[src/rtl/pn3d_pkg.sv]
// ----------------------------------------------------------------------------
// pn3d_pkg
// Shared constants and operation codes of the 3D gradient noise block.
// ----------------------------------------------------------------------------
package pn3d_pkg;

	// Default geometry and number formats
	localparam int PN3D_TABLE_SIZE      = 256;
	localparam int PN3D_COORD_FRAC_BITS = 16;
	localparam int PN3D_GRAD_FRAC_BITS  = 15;

	// Internal working format and result format
	localparam int WORK_FRAC = 24;
	localparam int OUT_FRAC  = 15;
	localparam int NOISE_W   = 18;
	localparam int NOISE_MAX = 131071;
	localparam int NOISE_MIN = -131072;

	// Item operation codes
	typedef enum logic [1:0] {
		OP_LOAD_PERM = 2'd0,
		OP_LOAD_GRAD = 2'd1,
		OP_EVAL      = 2'd2
	} op_t;

endpackage

[src/rtl/pn3d_blend.sv]
// ----------------------------------------------------------------------------
// pn3d_blend
// Two-stage linear blend: y = a + floor(s * (b - a) / 2^CF).
// ----------------------------------------------------------------------------
module pn3d_blend import pn3d_pkg::*; #(
	parameter int CF = PN3D_COORD_FRAC_BITS,
	parameter int WW = 29
) (
	input  logic                 clk,
	input  logic                 arst_n,
	input  logic                 in_vld,
	input  logic [CF+1:0]        s,
	input  logic signed [WW-1:0] a,
	input  logic signed [WW-1:0] b,
	output logic                 out_vld,
	output logic signed [WW-1:0] y
);

	localparam int PW = CF + WW + 4;

	logic signed [WW:0]   diff;
	logic signed [CF+2:0] s_sgn;
	logic signed [PW-1:0] prod_s1;
	logic signed [WW-1:0] a_s1;
	logic                 vld_s1;
	logic signed [PW-1:0] sum;

	// Difference and signed weight
	assign diff  = (WW+1)'(b) - (WW+1)'(a);
	assign s_sgn = $signed({1'b0, s});

	// Stage one: weighted difference
	always_ff @(posedge clk) begin
		prod_s1 <= s_sgn * diff;
		a_s1    <= a;
	end

	// Stage two: add back the base value with a floor shift
	assign sum = PW'(a_s1) + (prod_s1 >>> CF);

	always_ff @(posedge clk) begin
		y <= sum[WW-1:0];
	end

	// Valid tracking
	always_ff @(posedge clk or negedge arst_n) begin
		if (!arst_n) begin
			vld_s1  <= 1'b0;
			out_vld <= 1'b0;
		end else begin
			vld_s1  <= in_vld;
			out_vld <= vld_s1;
		end
	end

endmodule

[config.mk]
export PLATFORM = sky130hd
export DESIGN_NAME = pn3d_blend
export DESIGN_NICKNAME = d
export VERILOG_FILES = /design/src/rtl/pn3d_pkg.sv /design/src/rtl/pn3d_blend.sv
export SDC_FILE = /design/constraint.sdc
export NUM_CORES = 1
export LEC_CHECK = 0
export BUFFER_PORTS_ARGS = -buffer_cell sky130_fd_sc_hd__buf_4
export CAP_MARGIN = 15
export CORE_AREA = 8 8 234 213
export CTS_CLUSTER_SIZE = 25
export DETAILED_ROUTE_END_ITERATION = 10
export DIE_AREA = 0 0 242 221
export GPL_TIMING_DRIVEN = 0
export PLACE_DENSITY = 0.66
export SLEW_MARGIN = 30
export SYNTH_ARGS = -nofsm -noshare
export SYNTH_HDL_FRONTEND = slang
export SYNTH_SLANG_ARGS = --single-unit
[constraint.sdc]
create_clock -name clk -period 5.1 [get_ports clk]
set_input_delay 0.51 -clock clk [delete_from_list [all_inputs] [get_ports clk]]
set_output_delay 0.51 -clock clk [all_outputs]
set_load 0.02 [all_outputs]
# --- Yosys cells after proc, flatten, opt, wreduce, memory -nomap -nowiden ---
# Index checks and enable logic that the tools add are counted.
word_totals:
  output_inout_bits: 30
  ff_bits: 105
  wordCells: 8
  mem_bits_ro: 0
  latch_bits: 0
  inputBits: 79
  mem_bits_rw: 0
  mem_count: 0
classes:
  bitwise_logic: 0
  n_mux: 0
  order_cmp: 0
  shifts: 0
  n_mul: 1
  eq_ne: 0
  n_addsub: 2
  reduce_logical: 0
  div_mod_pow: 0
op_table:
  columns: ["op", "n"]
  rows:
  - ["multiplier 19 x 30 -> 45 bit", 1]
  - ["subtractor 29 x 29 -> 30 bit", 1]
  - ["adder 29 bit", 1]

# --- Longest topological paths before layout ---
# Gate-level depths: netlist (run 1).
depth:
  word_depth: 2
  mapped_depth: 38
  ltp_nobuf: 37

# --- Least setup slack after synthesis (run 1) ---
# OpenSTA, ideal clock, no wires.
synth_path:
  path_type: "input to register"
  startpoint: "input b[0]"
  endpoint: "register prod_s1[44]"
  stages: 36
  required_time_ns: 4.970
  n_path_buf: 1
  path_slack_ns: -3.490
  arrival_time_ns: 8.461
  path_cell_list: "inv_1 > ha_1 > inv_1 > fa_1 > a211oi_1 > o21bai_1 > o211ai_1 > nand2_1 > a211oi_1 > nor2_1 > nor3_1 > o21ai_0 > xor2_1 > clkbuf_1 > and2_1 > fa_1 > fa_1 > inv_1 > fa_1 > inv_1 > fa_1 > fa_1 > inv_1 > fa_1 > inv_1 > ha_1 > a211o_1 > o211ai_1 > a21oi_1 > a21o_1 > a221oi_4 > o211a_1 > nor3_2 > a31o_1 > xnor2_2 > xnor3_1"
synth_between:
  elab_chain_len: 2
synth_lines:
  columns: ["element", "line_no", "source"]
  rows:
  - ["from (decl)", "pn3d_blend.sv:14", "input logic signed [WW-1:0] b,"]
  - ["subtractor 29 x 29 -> 30 bit", "pn3d_blend.sv:29", "assign diff = (WW+1)'(b) - (WW+1)'(a);"]
  - ["multiplier 19 x 30 -> 45 bit", "pn3d_blend.sv:34", "prod_s1 <= s_sgn * diff;"]
  - ["to (signal assigned)", "pn3d_blend.sv:34", null]
  - ["to (decl)", "pn3d_blend.sv:23", "logic signed [PW-1:0] prod_s1;"]
# No other way between the ends.

# --- Worst setup path in the final report (run 1) ---
# Ends and elaborated chain as after synthesis.

==> results of run 1 <==
## worst register-to-register path, stage by stage (launching register included)
cell and delay [ns]:
dfxtp_1 0.30, ha_1 0.20, inv_1 0.07, fa_1 0.22, nor2b_1 0.06, o21a_1 0.18
o21ai_0 0.25, a21oi_1 0.16, o31ai_1 0.58, a211oi_1 0.35, o41ai_1 0.70, a21oi_1 0.25
nor4_1 0.27, a311oi_1 0.09
## cells by family after synthesis
family	after synthesis
AO/OA/AOI/OAI	229
flip-flops	89
AND/OR/NAND/NOR	709
XOR/XNOR	92
buffers and inverters	735
adder cells (fa/ha/maj)	664
## area by class of cell
class	count	area [µm²]
Sequential cell	89	1790
Timing Repair Buffer	201	1620
Clock inverter	5	40.0
Fill cell	4020	19100
Buffer	89	517
Inverter	645	2430
Clock buffer	11	233
Tap cell	616	771
Multi-Input combinational cell	1696	19500
## placed cells by master (no fill, tap or decap), types with 42 or more instances in the layout
master    count
nand2_1     272
nor2_1       42
buf_4       178
ha_1        141
clkbuf_1     64
xnor2_1      53
fa_1        479
dfxtp_1      87
and2_1      270
inv_1       630
## cells in the mapped netlist, types with 2 or more instances
cell	instances
buf_2	4
and2_1	275
o31a_1	2
a211oi_1	15
o2111ai_1	2
xor2_1	20
nand2b_1	19
nand3b_1	3
a21oi_1	59
clkbuf_1	86
ha_1	167
a21boi_0	3
inv_1	645
nor3_1	16
o21bai_1	10
o41ai_1	4
nor4_1	2
a211o_1	4
nand4_1	10
xnor2_1	70
o21ai_0	38
dfxtp_1	87
fa_1	497
a21o_1	31
o21a_1	14
or3_1	4
o311ai_0	3
o31ai_1	7
nand2_1	278
nor2_1	52
a31oi_1	3
o211ai_1	7
a2111oi_0	4
nand3_1	12
dfrtp_1	2
and3_1	4
nor2b_1	25
a311oi_1	3
nor3b_1	2
## how the worst max path moves through the flow
stage                        endpoint  slack (ns)  cells after the start
after detailed placement  prod_s1[44]       -5.40                     33
after global placement    prod_s1[44]       -5.50                     30
after floorplan           prod_s1[44]       -2.93                     36
after global routing      prod_s1[44]       -3.74                     35
after CTS                 prod_s1[44]       -3.41                     38
final                     prod_s1[44]       -3.46                     39
## timing repair
action,in CTS,in global routing
endpoints found under the setup margin,29,29
gates resized for setup,208,76
setup buffers,73,34
endpoints found under the hold margin,2,0
cloned,0,2
pin swaps,102,76
hold buffers,1,0
## per-layer routing
layer / share of wire [%] / up-vias / global-route usage (%) / wire, µm
met2: 46 / 771 / 43.3 / 32800
met5: 0 / - / 0 / 0
met3: 10 / 145 / 6.30 / 7200
li1: - / 7854 / - / -
met1: 40 / 9116 / 35.4 / 28500
met4: 3.8 / 0 / 9.20 / 2670
## registers in the layout, summed over array words and instances (netlist names)
name / count
prod_s1: 29
y: 29
out_vld: 1
a_s1: 29
vld_s1: 1
## per-stage QoR
stage | worst slack, ns | cells
global placement | -5.50 | 3233
detailed placement | -5.40 | 3233
global route | -3.74 | 3352
floorplan | -2.93 | 2518
finish | -3.46 | 3352
CTS | -3.41 | 3321
==> results.cfg, run 1 <==
[logic_synthesis]
synth_top_cell_area_share_pct = 44.0
synth_cells = 2518
synth_xor_area_share_pct = 3.66
synth_warnings = 0
yosys.area_share.adder_pct = 53.3
ys_seq_area_share_pct = 7.93
synth_compound_area_share_pct = 6.95
synth_cell_types = 68
ys_ff_latch = 89
async_flop_share_pct = 2.25
synthMuxAreaShare_pct = 0
synthSimpleGateAreaFrac_pct = 15.9
synth-edff-count = 0
synthTopCellsByArea = fa_1, inv_1, ha_1
synth_top_area_cell = fa_1
synth-main-ff-cell = dfxtp_1
synth_area_mm2 = 0.0226
synth_top_family_by_area = adder cells
synth.avg_cell_area_um2 = 8.97
syn-num-nets = 3261

[cts]
cts_max_path_buffers = 2
cts_tree = yes
root_buffer = clkbuf_16
cts_sinks = 89
numCtsBuffers = 9
htreeDepth = 3
clock_latency_ns = 0.38
path_clk_slew_ns = 0.07

[finish]
diodes = 0
fin_nets = 3474
fin_util_pct = 58.5
final_layout_size_suffix_gt1_share_pct = 15.6
finalInstanceArea_mm2 = 0.0269
area_growth_pct = 19.1

[routing]
drtIter0Drc = 1336
vias = 17886
avgRoutedWirePerCell_um = 21.2
routed_wl_um = 71100
firstDrtPassIters = 6
drc_errors = 0
drt-vias-per-instance = 5.34
ant_nets = 0

[sta]
setup_viol = 29
rsz0062_at_grt = true
drv_slew = 0
hold_ws_ns = 0.234
setup_ws_ns = -3.46
hold_viol = 0
max_slew_margin_pct = 33.5
tightestPinTransition_ns = 0.998
period_share_pct = 168
period_needed_ns = 8.56
finalSetupTns_ns = -86.01
max_freq_mhz = 117
skew_ns = 0.00711

[critical_path]
slowest_stage = fa_1
start_kind = primary input
startpoint = b[0]
cp.arrival_ns = 8.82
reg2reg_slack_ns = 1.27
worst_setup_path_end_kind = register
rr_worst_depth = 13
cpMostUsedCell = fa_1
crit_required_ns = 5.36
crit_family = adder cells
path_class = primary input to register
rr_endpoint = y[28]
r2r_start = prod_s1[16]
critPathBufInv = 10
slowest_delay_ns = 0.56
path_max_fanout = 6

[floorplanning]
design.core.area_mm2 = 0.0460
boundaryPins = 109
num_rows = 75
die_area_mm2 = 0.0535
die_h_um = 221
die_w_um = 242
start_util_pct = 49.1

[hold_path]
whs_path_depth = 1
hp-class = primary input to register
whs_endpoint = vld_s1
min-delay-start = in_vld

[global_routing]
antenna_found_initial = 2
grt_pass1_vias = 19506
grt_pass1_wl_um = 111000
grt_overflow = 0
grt_use_total_pct = 26.9
grt_max_degree = 16

[placed_design]
dp_hpwl_um = 55700
io_buffers = 99
place_area_mm2 = 0.0245
gp_routability_congestion = 0.963

[outcome]
violations = negative setup slack
status = finished, violations left

[flow_run]
maxCapViolCount = 0
Power of run 1 is not shown: default switching activity piles up to over one toggle a cycle in this logic, so the estimate is an artifact.
==> run 2: changes to the inputs <==
CORE_AREA = 8 8 246 224   (was 8 8 234 213)
DIE_AREA = 0 0 254 232   (was 0 0 242 221)
PLACE_DENSITY = default   (was 0.66)
==> results.cfg, run 2 (synthesis results as in run 1) <==
[outcome]
status = finished, violations left
violations = negative setup slack

[critical_path]
cpMostUsedCell = fa_1
start_kind = primary input
worst_setup_path_end_kind = register
rr_endpoint = y[28]
slowest_stage = fa_1
cp.arrival_ns = 8.82
critPathBufInv = 12
slowest_delay_ns = 0.57
reg2reg_slack_ns = 1.12
rr_worst_depth = 13
crit_family = adder cells
path_class = primary input to register
path_max_fanout = 6
r2r_start = prod_s1[16]
crit_required_ns = 5.42

[finish]
area_growth_pct = 22.6
final_common_cell = inv_1
final_cell_mix = inv_1, fa_1, nand2_1
final_layout_size_suffix_gt1_share_pct = 18.4
top_regs = a_s1 x29, prod_s1 x29, y x29
fin_util_pct = 54.3
fin_nets = 3503
finalInstanceArea_mm2 = 0.0277
fillers = 4693

[routing]
ant_nets = 0
vias = 17860
firstDrtPassIters = 5
drt-vias-per-instance = 5.17
routed_wl_um = 74000
avgRoutedWirePerCell_um = 21.4
drc_errors = 0
drtIter0Drc = 1147

[cts]
cts_sinks = 89
root_buffer = clkbuf_16
numCtsBuffers = 9
cts_max_path_buffers = 2
htreeDepth = 3
cts_tree = yes
clock_latency_ns = 0.40
path_clk_slew_ns = 0.08

[flow_run]
maxCapViolCount = 0

[sta]
hold_ws_ns = 0.212
period_needed_ns = 8.49
max_freq_mhz = 118
period_share_pct = 167
setup_viol = 29
finalSetupTns_ns = -79.57
rsz0062_at_grt = true
max_slew_margin_pct = 30.9
setup_ws_ns = -3.39
skew_ns = 0.0135
drv_slew = 0
hold_viol = 0
tightestPinTransition_ns = 1.04

[global_routing]
grt_pass1_wl_um = 113000
antenna_found_initial = 4
grt_max_degree = 19
grt_use_total_pct = 25.6
grt_pass1_vias = 19488
grt_overflow = 0

[floorplanning]
start_util_pct = 44.3
die_h_um = 232
boundaryPins = 109
num_rows = 79
design.core.area_mm2 = 0.0510
die_w_um = 254
die_area_mm2 = 0.0589

[hold_path]
min-delay-start = in_vld
whs_path_depth = 1
hp-class = primary input to register
whs_endpoint = vld_s1

[placed_design]
place_area_mm2 = 0.0246
io_buffers = 99
dp_hpwl_um = 57400
gp_routability_congestion = 0.943
-- run 2: cell types whose count changed in the layout (fill, tap and decap cells not counted), moves of 8 or more --
cell	before	now
buf_4	178	189
and2_4	5	17
and2_1	270	258
inv_1	630	622
inv_2	14	22
buf_6	21	38
ha_1	141	132
-- run 2: layer usage --
metal | routed length [µm] | GRT usage [%] | part of all wire [%]
met1 | 30500 | 33.7 | 41
met3 | 7030 | 6.84 | 9.5
met4 | 2510 | 8.24 | 3.4
met2 | 34000 | 41.1 | 46
met5 | 13 | 0 | 0.018
-- run 2: worst register-to-register path: stages (launching register included) --
cell and delay, ns:
dfxtp_1 0.31, ha_1 0.21, inv_1 0.07, fa_1 0.21, nor2b_1 0.06, o21a_1 0.18, o21ai_0 0.30, a21oi_1 0.16
o31ai_1 0.59, a211oi_1 0.36, o41ai_1 0.77, a21oi_1 0.27, nor4_1 0.27, a311oi_1 0.09
-- run 2: stage by stage --
step,setup WS (ns),instances
floorplan,-2.93,2518
global placement,-5.85,3305
detailed placement,-5.58,3305
CTS,-3.41,3426
global route,-3.68,3453
finish,-3.39,3455
-- run 2: cell type report --
class                      count  area, µm²  area share (%)
multi-input combinational   1696      19800            71.3
inverter                     645       2430            8.78
timing repair buffer         230       1960            7.09
clock inverter                 7       87.6           0.316
tap                          688        861            3.11
clock buffer                   9        225           0.813
sequential                    89       1790            6.47
buffer                        89        578            2.09
antenna                        2       5.00          0.0181
-- run 2: repair_timing --
| item | in CTS | in global routing |
|---|---|---|
| buffers inserted | 105 | 29 |
| resized for setup | 254 | 126 |
| gates cloned | 1 | 1 |
| hold buffers | 1 | 0 |
| pin swaps | 129 | 120 |
| endpoints found under the hold margin | 2 | 0 |
| endpoints found under the setup margin | 29 | 29 |
-- run 2: worst max path at each step --
| stage | startpoint | endpoint | slack [ns] | depth (start not counted) |
|---|---|---|---|---|
| floorplan | b[0] | prod_s1[44] | -2.93 | 36 |
| global placement | a[2] | prod_s1[44] | -5.85 | 30 |
| detailed placement | a[2] | prod_s1[44] | -5.58 | 29 |
| CTS | b[0] | prod_s1[44] | -3.41 | 38 |
| global route | b[0] | prod_s1[44] | -3.68 | 38 |
| finish | b[0] | prod_s1[42] | -3.39 | 39 |
Power of run 2 is left out for the same reason.
